==> src/sv/context_golomb_image_coder_core_defines.svh <==
// Assertion helpers for the coder core.
`ifndef CONTEXT_GOLOMB_IMAGE_CODER_CORE_DEFINES_SVH
`define CONTEXT_GOLOMB_IMAGE_CODER_CORE_DEFINES_SVH

// Same-cycle implication, checked outside reset.
`define GCIC_ASSERT_NOW(lbl, ante, cons, msg) \
  lbl: assert property (@(posedge clk) disable iff (rst) (ante) |-> (cons)) else $error(msg);

// Next-cycle implication, checked outside reset.
`define GCIC_ASSERT_NEXT(lbl, ante, cons, msg) \
  lbl: assert property (@(posedge clk) disable iff (rst) (ante) |=> (cons)) else $error(msg);

`endif

==> src/sv/gcic_pkg.sv <==
package gcic_pkg;

  localparam int MAX_WIDTH     = 4096;
  localparam int PIXEL_BITS    = 8;
  localparam int CONTEXT_COUNT = 405;
  localparam int COL_W         = $clog2(MAX_WIDTH);
  localparam int CTX_AW        = $clog2(CONTEXT_COUNT);
  localparam int SUM_W         = 17;
  localparam int CNT_W         = 9;
  localparam int CTX_DW        = SUM_W + CNT_W;

  localparam logic [SUM_W:0] SUM_MAX = 18'd131071;

  // floor(s/6) == (s * RECIP6) >> 18 for s below 1536
  localparam logic [15:0] RECIP6       = 16'd43691;
  localparam int          RECIP6_SHIFT = 18;

  // Context index weights
  localparam logic [CTX_AW-1:0] CTX_WA = 9'd45;
  localparam logic [CTX_AW-1:0] CTX_WB = 9'd5;
  localparam logic [CTX_AW-1:0] CTX_LAST = 9'(CONTEXT_COUNT - 1);

  // Register indexes
  localparam logic [2:0] REG_IMAGE_WIDTH = 3'd0;
  localparam logic [2:0] REG_WHITE_LEVEL = 3'd1;
  localparam logic [2:0] REG_MAX_COUNT   = 3'd2;
  localparam logic [2:0] REG_INIT_SUM    = 3'd3;
  localparam logic [2:0] REG_INIT_COUNT  = 3'd4;

  // Register reset values
  localparam logic [12:0] RST_IMAGE_WIDTH = 13'd640;
  localparam logic [7:0]  RST_WHITE_LEVEL = 8'd255;
  localparam logic [8:0]  RST_MAX_COUNT   = 9'd64;
  localparam logic [11:0] RST_INIT_SUM    = 12'd4;
  localparam logic [8:0]  RST_INIT_COUNT  = 9'd1;

  // Byte counts of a result
  localparam logic [1:0] BYTES_ONE = 2'd1;
  localparam logic [1:0] BYTES_TWO = 2'd2;

  // One code to emit: k remainder bits of m, then tail-1 zeros and a one
  typedef struct packed {
    logic [4:0] k;
    logic [8:0] m;
    logic [9:0] tail;
    logic       last;
  } gcic_cmd_t;

  function automatic logic [3:0] class9(input logic signed [9:0] g);
    logic [3:0] r;
    if (g < -10'sd21)      r = 4'd0;
    else if (g < -10'sd7)  r = 4'd1;
    else if (g < -10'sd3)  r = 4'd2;
    else if (g < 10'sd0)   r = 4'd3;
    else if (g == 10'sd0)  r = 4'd4;
    else if (g <= 10'sd3)  r = 4'd5;
    else if (g <= 10'sd7)  r = 4'd6;
    else if (g <= 10'sd21) r = 4'd7;
    else                   r = 4'd8;
    return r;
  endfunction

  function automatic logic [2:0] class5(input logic signed [9:0] g);
    logic [2:0] r;
    if (g < -10'sd3)      r = 3'd0;
    else if (g < 10'sd0)  r = 3'd1;
    else if (g == 10'sd0) r = 3'd2;
    else if (g <= 10'sd3) r = 3'd3;
    else                  r = 3'd4;
    return r;
  endfunction

endpackage

==> src/sv/gcic_packer.sv <==
module gcic_packer
  import gcic_pkg::*;
(
  input  logic             clk,
  input  logic             rst,
  input  logic             start,
  input  gcic_cmd_t        cmd,
  output logic             busy,
  output logic             out_valid,
  input  logic             out_ready,
  output logic [15:0]      code_word,
  output logic [1:0]       byte_count,
  output logic             last_word
);

  typedef enum logic [1:0] {P_IDLE, P_REM, P_TAIL, P_FLUSH} phase_t;

  phase_t      phase;
  logic [16:0] rem_val;
  logic [4:0]  rem_left;
  logic [9:0]  tail_left;
  logic        is_last;
  logic [14:0] pend;
  logic [3:0]  pc;

  logic [4:0]  space;
  logic [4:0]  n;
  logic [16:0] rem_sh;
  logic [16:0] mask;
  logic [15:0] bits;
  logic [30:0] acc;
  logic [4:0]  newcnt;
  logic        full;
  logic [9:0]  r_after;
  logic        more;
  logic        out_free;
  logic        step_en;
  logic        chunk_end;
  logic        emit;

  assign busy     = (phase != P_IDLE);
  assign out_free = !out_valid || out_ready;
  assign step_en  = out_free && (phase == P_REM || phase == P_TAIL);

  // Load the output register with a full word or the flush word
  assign emit = (step_en && full) || ((phase == P_FLUSH) && out_free);

  // Take the next chunk that fits in the word being built
  always_comb begin
    space  = 5'd16 - {1'b0, pc};
    n      = space;
    bits   = 16'd0;
    rem_sh = rem_val >> (rem_left - n);
    mask   = (17'd1 << n) - 17'd1;
    r_after = tail_left;
    chunk_end = 1'b0;
    case (phase)
      P_REM: begin
        n       = (rem_left < space) ? rem_left : space;
        rem_sh  = rem_val >> (rem_left - n);
        mask    = (17'd1 << n) - 17'd1;
        bits    = 16'(rem_sh & mask);
        r_after = 10'(rem_left - n) + tail_left;
        chunk_end = (rem_left == n);
      end
      P_TAIL: begin
        n       = (tail_left < {5'd0, space}) ? tail_left[4:0] : space;
        bits    = ({5'd0, n} == tail_left) ? 16'd1 : 16'd0;
        r_after = tail_left - {5'd0, n};
        chunk_end = ({5'd0, n} == tail_left);
      end
      default: begin
        n = space;
      end
    endcase
    acc    = (31'(pend) << n) | 31'(bits);
    newcnt = 5'(pc) + n;
    full   = (newcnt == 5'd16);
    more   = (r_after >= 10'd16) || (is_last && (r_after != 10'd0));
  end

  // Sequence the code through the word buffer and the output register
  always_ff @(posedge clk) begin
    if (rst) begin
      phase     <= P_IDLE;
      pend      <= '0;
      pc        <= '0;
      out_valid <= 1'b0;
      rem_val   <= '0;
      rem_left  <= '0;
      tail_left <= '0;
      is_last   <= 1'b0;
    end else begin
      if (out_valid && out_ready && !emit) begin
        out_valid <= 1'b0;
      end
      case (phase)
        P_IDLE: begin
          if (start) begin
            rem_val   <= 17'(cmd.m);
            rem_left  <= cmd.k;
            tail_left <= cmd.tail;
            is_last   <= cmd.last;
            phase     <= (cmd.k == 5'd0) ? P_TAIL : P_REM;
          end
        end
        P_REM, P_TAIL: begin
          if (step_en) begin
            if (full) begin
              out_valid  <= 1'b1;
              code_word  <= acc[15:0];
              byte_count <= BYTES_TWO;
              last_word  <= !more;
              pend       <= '0;
              pc         <= '0;
            end else begin
              pend <= acc[14:0];
              pc   <= newcnt[3:0];
            end
            if (phase == P_REM) begin
              rem_left <= rem_left - n;
              if (chunk_end) begin
                phase <= P_TAIL;
              end
            end else begin
              tail_left <= r_after;
              if (chunk_end) begin
                phase <= (is_last && !full && (newcnt != 5'd0)) ? P_FLUSH : P_IDLE;
              end
            end
          end
        end
        P_FLUSH: begin
          if (out_free) begin
            out_valid  <= 1'b1;
            code_word  <= 16'(31'(pend) << (5'd16 - {1'b0, pc}));
            byte_count <= (pc <= 4'd8) ? BYTES_ONE : BYTES_TWO;
            last_word  <= 1'b1;
            pend       <= '0;
            pc         <= '0;
            phase      <= P_IDLE;
          end
        end
        default: begin
          phase <= P_IDLE;
        end
      endcase
    end
  end

endmodule

==> config.mk <==
export PLATFORM = sky130hd
export DESIGN_NAME = gcic_packer
export DESIGN_NICKNAME = d
export VERILOG_FILES = /design/src/sv/context_golomb_image_coder_core_defines.svh /design/src/sv/gcic_pkg.sv /design/src/sv/gcic_packer.sv
export SDC_FILE = /design/constraint.sdc
export NUM_CORES = 1
export LEC_CHECK = 0
export ABC_AREA = 0
export BUFFER_PORTS_ARGS = -buffer_cell sky130_fd_sc_hd__clkbuf_2
export CORE_UTILIZATION = 30
export DETAILED_ROUTE_END_ITERATION = 10
export HOLD_SLACK_MARGIN = 0.08
export SETUP_SLACK_MARGIN = 0.3
export SLEW_MARGIN = 20
export SYNTH_ARGS = -nofsm -noshare
export SYNTH_HDL_FRONTEND = slang
export SYNTH_SLANG_ARGS = --single-unit
==> constraint.sdc <==
create_clock -name clk -period 8.3 [get_ports clk]
set_input_delay 0.83 -clock clk [delete_from_list [all_inputs] [get_ports clk]]
set_output_delay 0.83 -clock clk [all_outputs]
set_load 0.02 [all_outputs]
==> summary.txt, run 1 <==
Synth
  • Register area share after synthesis: 0.234
  • Synthesized Nets: 895
  • Simple-Gate Fraction of Synth Area: 0.217
  • Avg Cell Area, Syn: roughly 7.8 sq um
  • Fraction of registers with async set/reset: 0
  • Synth unique cells: 79
  • Synth Area in XOR/XNOR: 0.0312
  • Mux cell area share after synthesis: 0.0921
  • Synth warnings: 0
  • Post-synthesis adder-cell area fraction: 0.0892
  • Primary FF master, synth: dfxtp_1
  • Post-synthesis cell count: 823
  • Post-synthesis compound-gate area fraction: 0.281
  • Number of enable flip-flop cells after synthesis: 19
  • Mapped Area: between 6000 and 7000 sq um
  • #FFs+latches synth: 66
  • Main combinational cell family by area after synthesis: compound AO/OA/AOI/OAI gates

Flow run
  • Max-cap violations: 0

STA
  • RSZ-0062 raised after global routing: false
  • Endpoints failing hold: 0
  • Worst slew margin: 0.276
  • Worst Tran Pin Value: 1.08 ns
  • Setup TNS: 0 ns
  • Slew Viols, Final: 0
  • Clock skew: 0.00426 ns
  • Tmin final: 7.03 ns
  • Achievable Freq: 142 MHz
  • Endpoints failing setup: 0
  • Final worst path period share: 0.847

Worst setup path
  • Worst setup EP type: register
  • Critical Path RT: ~8.4 ns
  • Max stage delay cell, worst path: o311a_1
  • Most used cell, CP: ha_1
  • CP Max Fanout: 14
  • WS Path Type: register to register
  • CP delay by family, top: compound AO/OA/AOI/OAI gates
  • Worst EP arrival: 7.10 ns
  • Worst-path cell chain: inv_1 > ha_1 > nand2b_1 > nor2_1 > inv_1 > ha_1 > o21ai_0 > o311a_1 > nand2_1 > o21ai_0 > ha_1 > fa_1 > xor2_1 > clkinv_1 > ha_1 > a21oi_1 > o21ai_0 > a211o_1 > a311oi_1 > xor2_1 > or2_2 > a221oi_1 > o41ai_1
  • CP max stage delay: just over 0.5 ns
  • CP bufs+invs: 3
  • Startpoint types: register

Run status
  • Status: finished clean

Routing
  • WL met1: 9650 microns
  • Via count: about 6.7k
  • Initial DRC count: 677
  • Routed WL: 21700 microns
  • Antenna viol nets, final: 0
  • Avg Vias per Cell: 5.95
  • DRC viols: 0
  • WL/cell: 19.3 microns
  • 1st-pass router iterations: 5
  • Metal3 WL: 1880 microns
  • Top Layer Used: met4
  • Met2 WL: ~9700 microns

Clock tree
  • Hold_buf cts: 0
  • Post-CTS setup buffers: 0
  • CTS tree: yes
  • Clock Tree Root: clkbuf_16
  • H-tree levels: 3
  • Clock buffer depth: 2
  • Clk Latency, worst-skew pair: 0.34 ns
  • Post-CTS sizing: 0
  • Clk slew on worst S/H paths: 0.06 ns
  • CTS sink count: 66
  • CTS Buf Count: 9

Power
  • VDD IR max: 204 uV
  • P_leak: 0.00292 uW
  • PwrDens: 478 nW/um^2

Global route
  • GRT Total Usage: 0.202
  • Vias in the first global route: 6171
  • Largest net degree at the start of global routing: 38
  • Initial antenna violation count: 0
  • First-pass GRT wire length: 34500 microns
  • GR Overflow Total: 0

Floorplan
  • Top-Level Pins: 50
  • Initial Util: 0.307
  • Die X: 149 microns
  • Core Box Area: 21000 sq um
  • DIE AREA: 22100 sq um
  • Row cnt: 53
  • Die Y: 149 microns

Hold path
  • Hold crit path type: register to register

Place
  • I/O Buffers: 49
  • Placed Area: 6910 sq um
  • Global placement routability congestion: 0.925
  • DP HPWL: 16400 microns

Finish
  • Nets: 919
  • Ant. Diodes: 0
  • Share of layout cells above drive strength 1: 0.131
  • Util after Layout: 0.346
  • Layout overhead on the synthesized area: 12.7%
  • Post-route cell area: slightly above 7000 sq um
## sequential cells by signal, indices dropped and copies added, names as in the netlist
register,flops
byte_count,2
pend,15
rem_val,9
pc,4
tail_left,10
out_valid,1
last_word,1
rem_left,5
is_last,1
code_word,16
phase,2
## worst register-to-register path: stages, from the launching register on
cell and delay, ns:
dfxtp_1 0.31, inv_1 0.39, ha_1 0.36, nand2b_1 0.10
nor2_1 0.25, inv_1 0.21, ha_1 0.35, o21ai_0 0.17
o311a_1 0.51, nand2_1 0.11, o21ai_0 0.18, ha_1 0.30
fa_1 0.40, xor2_1 0.47, clkinv_1 0.40, ha_1 0.42
a21oi_1 0.22, o21ai_0 0.14, a211o_1 0.33, a311oi_1 0.27
xor2_1 0.13, or2_2 0.29, a221oi_1 0.31, o41ai_1 0.11
## metal layers
| layer | vias up | GRT usage |
|---|---|---|
| met3 | 41 | 0.0387 |
| met1 | 3151 | 0.279 |
| met5 | - | 0 |
| met4 | 0 | 0.0763 |
| li1 | 3164 | - |
| met2 | 345 | 0.308 |
## placed cells by master (no fill, tap or decap), drive strengths merged, types with 5 or more instances in the layout
cell type  synthesis  routed
a211o              5       5
a211oi            17      17
a21boi             5       5
a21o              16      16
a21oi             63      63
a221o             10      10
a221oi             5       5
a22o               6       6
a31oi             16      16
a32oi              7       7
and2              10      10
and3              11      11
buf               14      10
clkbuf            32      58
clkinv             3       5
dfxtp             47      47
edfxtp            19      19
fa                 5       5
ha                38      38
inv               34      36
mux2              12      12
mux2i             32      32
mux4               6       6
nand2             85      85
nand2b             8       8
nand3             28      28
nor2              89      89
nor2b              7       7
nor3              29      29
nor4               6       6
o21ai             40      40
o22ai             10      10
o31ai              8       8
o32ai              6       6
or2                5       5
or3                9       9
xnor2             15      15
xor2               8       8
## power by group
group	total (uW)	switching (uW)	internal [uW]
combinational	2490	1560	931
clock	457	160	297
sequential	520	102	418
## synth_stat cells (5+ instances only)
master    count  share of area
o31ai_1       8         0.0093
or3_1         9         0.0087
a21o_1       16          0.019
xor2_1        8          0.011
nor2_1       87          0.051
o21ai_0      36          0.028
a22o_1        6         0.0081
o32ai_1       6         0.0081
nand3_1      28          0.022
nand2_1      85          0.049
a32oi_1       7         0.0095
edfxtp_1     19          0.088
clkbuf_1     32          0.019
a31oi_1      16          0.016
buf_2         6         0.0047
a221o_1      10          0.016
mux4_2        6          0.021
fa_1          5          0.016
dfxtp_1      47           0.15
a211o_1       5         0.0068
inv_1        33          0.019
nor3_1       29          0.022
ha_1         38          0.074
o22ai_1      10         0.0097
and3_1       11          0.011
mux2_2       12          0.021
a21oi_1      63          0.049
nand2b_1      8         0.0078
nor2b_1       7         0.0068
a211oi_1     17          0.020
xnor2_1      15          0.020
and2_1       10         0.0097
mux2i_1      31          0.048
nor4_1        5         0.0048
## logic make-up (layout without fill, tap and decap cells)
family | count (synthesis) | in the layout
flip-flops | 66 | 66
AND/OR/NAND/NOR | 298 | 298
buffers and inverters | 83 | 112
multiplexers | 50 | 50
AO/OA/AOI/OAI | 260 | 260
XOR/XNOR | 23 | 23
adder cells (fa/ha/maj) | 43 | 43
## path summary, 6_finish.rpt
path                            from                 endpoint  slack, ns  cells past startpoint
max reg2reg       pc[0]$_SDFFE_PP0P_  last_word$_SDFFCE_PN1P_       1.27                     23
min          rem_val[0]$_SDFFE_PP0P_  rem_val[0]$_SDFFE_PP0P_       0.46                      2
max               pc[0]$_SDFFE_PP0P_  last_word$_SDFFCE_PN1P_       1.27                     23
min reg2reg  rem_val[0]$_SDFFE_PP0P_  rem_val[0]$_SDFFE_PP0P_       0.46                      2
## layout make-up
| type | count | area, sq um |
|---|---|---|
| clock inverters | 7 | 125 |
| well taps | 275 | 344 |
| fillers | 2206 | 13800 |
| flip-flops and latches | 66 | 1510 |
| clock buffers | 9 | 225 |
| multi-input cells | 674 | 4600 |
| inverters | 37 | 144 |
| repair buffers | 59 | 320 |
## through the flow
| step | power (uW) | std cells | hold slack [ns] | setup WS, ns |
|---|---|---|---|---|
| after global placement | 2950 | 1111 | 0.445 | 1.57 |
| final | 3470 | 1127 | 0.455 | 1.27 |
| after detailed placement | 2950 | 1111 | 0.451 | 1.39 |
| after CTS | 3440 | 1127 | 0.459 | 1.34 |
| after floorplan | 2390 | 823 | 0.436 | 0.967 |
| after global routing | 3770 | 1127 | 0.478 | 0.740 |
No activity file was read; power rests on OpenSTA's default activity.
==> run 2: changes to the inputs <==
Clock period 8.3 ns to 6.25 ns, I/O delays scaled along.
==> run 2 against run 1 <==
Against the previous run:
- critical path depth decreased by 2
- largest cell class unchanged
- non-clock buffer count is 21 higher
- sequential power rose by 31%
- critical endpoint is now pend[12]$_SDFFE_PP0P_
- wire length increased by 1.5%
- highest routed layer unchanged
==> summary.txt, run 2 (synthesis results as in run 1) <==
Run status
  • Status: finished clean

Clock tree
  • Clock buffer depth: 2
  • Clock Tree Root: clkbuf_16
  • CTS tree: yes
  • CTS Buf Count: 9
  • Hold_buf cts: 0
  • Clk Latency, worst-skew pair: 0.35 ns
  • CTS sink count: 66
  • H-tree levels: 3
  • Clk slew on worst S/H paths: 0.06 ns

Floorplan
  • Top-Level Pins: 50
  • Die X: 149 microns
  • DIE AREA: 22100 sq um
  • Initial Util: 0.307
  • Row cnt: 53
  • Die Y: 149 microns
  • Core Box Area: about 21000 sq um

Worst setup path
  • Critical Path RT: between 6 and 7 ns
  • CP bufs+invs: 5
  • Most used cell, CP: inv_1
  • Worst EP arrival: 5.89 ns
  • Max stage delay cell, worst path: or4_1
  • CP Max Fanout: 9
  • Worst setup EP type: register
  • CP max stage delay: 0.69 ns
  • CP delay by family, top: simple AND/OR/NAND/NOR gates
  • Worst-path cell chain: inv_1 > ha_2 > nand2b_1 > nor2_4 > inv_1 > buf_4 > ha_1 > nor2b_1 > a311o_4 > nor2_4 > mux2i_2 > nor2_2 > inv_1 > ha_1 > fa_1 > or4_1 > o211ai_1 > buf_4 > nor2_1 > a32o_1 > a211o_1
  • WS Path Type: register to register
  • Startpoint types: register

Power
  • VDD IR max: 225 uV
  • P_leak: 0.00305 uW
  • Total power: 4870 uW
  • PwrDens: approximately 650 nW/um^2

Finish
  • Layout overhead on the synthesized area: 16.8%
  • Largest registers: code_word x16, pend x15, tail_left x10
  • Final std cells w/o fill: 1148
  • Most frequent cells in the layout: nor2_1, nand2_1, a21oi_1, clkbuf_2, dfxtp_1
  • Commonest non-fill, non-tap cell in the layout: nor2_1
  • Share of layout cells above drive strength 1: 0.168
  • Nets: 940
  • Ant. Diodes: 0
  • Reg with most FFs: code_word
  • Max FFs per register: 16

Routing
  • Routed WL: 22000 microns
  • Via count: 6700
  • Avg Vias per Cell: 5.84
  • Antenna viol nets, final: 0
  • 1st-pass router iterations: 5
  • WL/cell: approximately 19 microns
  • Initial DRC count: 649
  • DRC viols: 0

STA
  • Tmin final: 5.65 ns
  • Clock skew: 0.0130 ns
  • Worst slew margin: 0.333
  • Final WS setup: between 0.5 and 0.6 ns
  • Worst Hold Slack: 0.454 ns
  • Final worst path period share: 0.905
  • Endpoints failing setup: 0
  • Endpoints failing hold: 0
  • Worst Tran Pin Value: 0.993 ns
  • Achievable Freq: 177 MHz
  • RSZ-0062 raised after global routing: false
  • Slew Viols, Final: 0
  • Setup TNS: 0 ns

Global route
  • GRT Total Usage: 0.201
  • Vias in the first global route: a little over 6k
  • Initial antenna violation count: 0
  • First-pass GRT wire length: 34400 microns
  • Largest net degree at the start of global routing: 38
  • GR Overflow Total: 0

Place
  • DP HPWL: ~16000 microns
  • Pre-CTS setup slack: 0.222 ns
  • Global placement routability congestion: 0.949
  • Inst Count DP: approximately 1.1k
  • I/O Buffers: 49

Flow run
  • Max-cap violations: 0

Hold path
  • Hold crit path type: register to register
-- run 2: cell count changes in the layout (fill, tap and decap cells not counted), sizes merged --
cell      before  now
clkinvlp       0    1
clkbuf        58   59
inv           36   34
buf           10   31
-- run 2: final timing paths --
| path | start | end | slack (ns) | cells past startpoint |
|---|---|---|---|---|
| worst max-delay path | pc[1]$_SDFFE_PP0P_ | pend[12]$_SDFFE_PP0P_ | 0.60 | 21 |
| worst min-delay path | rem_val[0]$_SDFFE_PP0P_ | rem_val[0]$_SDFFE_PP0P_ | 0.45 | 2 |
| worst max register to register | pc[1]$_SDFFE_PP0P_ | pend[12]$_SDFFE_PP0P_ | 0.60 | 21 |
| worst min register to register | rem_val[0]$_SDFFE_PP0P_ | rem_val[0]$_SDFFE_PP0P_ | 0.45 | 2 |
-- run 2: routing by layer --
layer | GRT usage | wire (microns) | vias up
met5 | 0 | 0 | -
met2 | 0.309 | 9790 | 291
met3 | 0.0313 | 1690 | 49
met1 | 0.277 | 9910 | 3180
li1 | - | - | 3180
met4 | 0.0845 | 638 | 0
-- run 2: worst min-delay path: cells and delay by family (launching register included) --
| kind | cells | cell delay, ns |
|---|---|---|
| AO/OA/AOI/OAI | 1 | 0.05 |
| flip-flops | 1 | 0.31 |
| AND/OR/NAND/NOR | 1 | 0.05 |
-- run 2: power by group --
part	switching (uW)	leakage [uW]	internal [uW]
sequential	127	0.000562	555
clock	214	0.000174	414
combinational	2180	0.00231	1380
total	2520	0.00305	2350
-- run 2: repair_timing --
action / in CTS / in global routing
setup buffers: 2 / 3
pin swaps: 1 / 3
endpoints found under the setup margin: 2 / 4
resized for setup: 0 / 11
-- run 2: per-stage QoR --
stage	util	instance area (sq um)
after floorplan	-	6510
after global placement	0.337	7080
after detailed placement	0.337	7080
after CTS	0.355	7450
after global routing	0.358	7530
final	0.358	7530
-- run 2: area by class of cell --
class                   count  area, sq um
clock buffers              10          250
clock inverters             6          111
fillers                  2205        13500
inverters                  37          145
multi-input cells         674         4690
flip-flops and latches     66         1510
well taps                 275          344
repair buffers             80          478
==> run 3: changes to the inputs <==
--- a/config.mk
+++ b/config.mk
@@ -8,8 +8,10 @@
 export ABC_AREA = 0
 export BUFFER_PORTS_ARGS = -buffer_cell sky130_fd_sc_hd__clkbuf_2
+export CORE_MARGIN = 5
 export CORE_UTILIZATION = 30
 export DETAILED_ROUTE_END_ITERATION = 10
 export HOLD_SLACK_MARGIN = 0.08
 export SETUP_SLACK_MARGIN = 0.3
+export SKIP_CTS_REPAIR_TIMING = 1
 export SLEW_MARGIN = 20
 export SYNTH_ARGS = -nofsm -noshare
==> constraint.sdc (replaced) <==
create_clock -name clk -period 6.25 [get_ports clk]
set_input_delay 0.625 -clock clk [delete_from_list [all_inputs] [get_ports clk]]
set_output_delay 0.625 -clock clk [all_outputs]
set_load 0.05 [all_outputs]
==> run 3 against run 2 <==
Against the previous run:
- combinational power up 2%
- critical path depth up 2
- total power up 1.1%
- utilization down 0.33 points
- worst hold slack better by 0.017 ns
- first-iteration DRC count down 14%
- sequential share of layout area up 0.12 points
- sequential power up 2%
- wire length up 0.33%
- sequential cell count unchanged
- largest cell class unchanged
==> summary.txt, run 3 (synthesis results as in run 1) <==
Run status
  • Status: finished clean

Global route
  • Most Crowded Layer GR: met2
  • Largest net degree at the start of global routing: 38
  • GR Overflow Total: 0
  • GR Layer Usage met2: 0.269
  • First-pass GRT wire length: around 35000 microns
  • Met3 Track Usage GR: 0.0445
  • GR Util met1: 0.244
  • Initial antenna violation count: 0
  • Vias in the first global route: around 6.3k
  • GRT Total Usage: 0.178

Finish
  • Max FFs per register: 16
  • Share of layout cells above drive strength 1: 0.163
  • Reg with most FFs: code_word
  • Commonest non-fill, non-tap cell in the layout: nor2_1
  • Register area: 1510 sq um
  • Multi-input gate area: 4700 sq um
  • Layout overhead on the synthesized area: 16.1%
  • Largest registers: code_word x16, pend x15, tail_left x10
  • Most frequent cells in the layout: nor2_1, nand2_1, a21oi_1, clkbuf_2, dfxtp_1
  • Nets: ~940
  • Final std cells w/o fill: around 1.1k
  • Util after Layout: 0.355
  • Fillers: roughly 2.3k
  • Ant. Diodes: 0

Floorplan
  • Top-Level Pins: 50
  • Core Box Area: around 21000 sq um
  • Row cnt: 53
  • Initial Util: 0.306
  • Die X: 157 microns
  • DIE AREA: 24500 sq um
  • Die Y: 157 microns

Clock tree
  • Clock Tree Root: clkbuf_16
  • Clk slew on worst S/H paths: 0.07 ns
  • CTS Buf Count: 9
  • Clock buffer depth: 2
  • CTS tree: yes
  • H-tree levels: 3
  • CTS sink count: between 60 and 70
  • Clk Latency, worst-skew pair: roughly 0.35 ns

STA
  • Endpoints failing setup: 0
  • Worst Tran Pin Value: roughly 1.2 ns
  • Worst slew margin: 0.213
  • RSZ-0062 raised after global routing: false
  • Final WS setup: 0.585 ns
  • Achievable Freq: 177 MHz
  • Worst Hold Slack: 0.470 ns
  • Tmin final: 5.67 ns
  • Clock skew: 0.0134 ns
  • Endpoints failing hold: 0
  • Final worst path period share: 0.906
  • Slew Viols, Final: 0
  • Setup TNS: 0 ns

Worst setup path
  • CP max stage delay: 0.45 ns
  • CP bufs+invs: 3
  • CP delay by family, top: compound AO/OA/AOI/OAI gates
  • WS Path Type: register to register
  • Most used cell, CP: ha_1
  • Startpoint types: register
  • Worst-path cell chain: inv_1 > ha_2 > nand2b_1 > nor2_2 > inv_1 > ha_1 > o21ai_0 > o311ai_2 > mux2i_4 > buf_4 > ha_1 > nor2b_1 > o21ai_0 > nand2b_1 > a21o_1 > a21oi_4 > ha_1 > or2_2 > a311oi_2 > xor2_1 > or2_2 > a221oi_2 > o41ai_1
  • Max stage delay cell, worst path: o311ai_2
  • Worst setup EP type: register
  • CP Max Fanout: 7
  • Worst EP arrival: 5.73 ns
  • Critical Path RT: 6.32 ns

Power
  • Sw Share: 0.531
  • PwrDens: 658 nW/um^2
  • Clock Power Share: 0.124
  • Int Pwr: ~2300 uW
  • Seq pwr share: 0.141
  • Logic pwr share: 0.735
  • P_leak: roughly 0.0030 uW
  • P_sw: roughly 2600 uW
  • VDD IR max: 243 uV

Flow run
  • Max-cap violations: 0

Routing
  • Routed WL: 22100 microns
  • Antenna viol nets, final: 0
  • Avg Vias per Cell: 5.82
  • WL/cell: 19.3 microns
  • Initial DRC count: 556
  • DRC viols: 0
  • 1st-pass router iterations: 5
  • Via count: 6653

Place
  • I/O Buffers: 49
  • Inst Count DP: 1125
  • Pre-CTS setup slack: 0.479 ns
  • Global placement routability congestion: roughly 0.91
  • DP HPWL: 16600 microns

Hold path
  • Hold crit path type: register to register
[run 3: area by class of cell]
cell class | count | area share
timing repair buffer | 76 | 0.0598
sequential | 66 | 0.202
tap | 275 | 0.0460
clock inverter | 7 | 0.0157
multi-input combinational | 674 | 0.627
inverter | 37 | 0.0194
clock buffer | 9 | 0.0301
[run 3: final timing paths]
kind / slack, ns / startpoint / end / cells past startpoint
hold / removal: 0.47 / rem_val[0]$_SDFFE_PP0P_ / rem_val[0]$_SDFFE_PP0P_ / 2
hold reg to reg: 0.47 / rem_val[0]$_SDFFE_PP0P_ / rem_val[0]$_SDFFE_PP0P_ / 2
setup reg to reg: 0.58 / pc[1]$_SDFFE_PP0P_ / last_word$_SDFFCE_PN1P_ / 23
setup / recovery: 0.58 / pc[1]$_SDFFE_PP0P_ / last_word$_SDFFCE_PN1P_ / 23
[run 3: worst reg2reg max path, delay by kind of cell, from the launching register on]
family	cells	cell delay (ns)
fa+ha+maj	4	1.09
simple gates	6	1.15
xor+xnor	1	0.12
flops	1	0.38
buf+inv	3	0.34
mux	1	0.39
compound gates	8	1.94
[run 3: per-stage QoR]
stage | power [uW] | cell area (sq um)
global placement | 4090 | 7060
finish | 4930 | 7490
CTS | 4760 | 7400
floorplan | 3290 | 6510
global route | 5300 | 7490
detailed placement | 4110 | 7060
[run 3: power groups by stage]
stage	combinational, uW	sequential (uW)	clock, uW
after CTS	3440	692	622
after global placement	3390	699	0
final	3620	696	612
after detailed placement	3410	700	0
after global routing	3960	708	635
after floorplan	2540	747	0
[run 3: metal layers]
| layer | share of wire | up-vias |
|---|---|---|
| met5 | 0 | - |
| met4 | 0.023 | 0 |
| met3 | 0.084 | 41 |
| met2 | 0.44 | 283 |
| met1 | 0.45 | 3153 |
| li1 | - | 3176 |
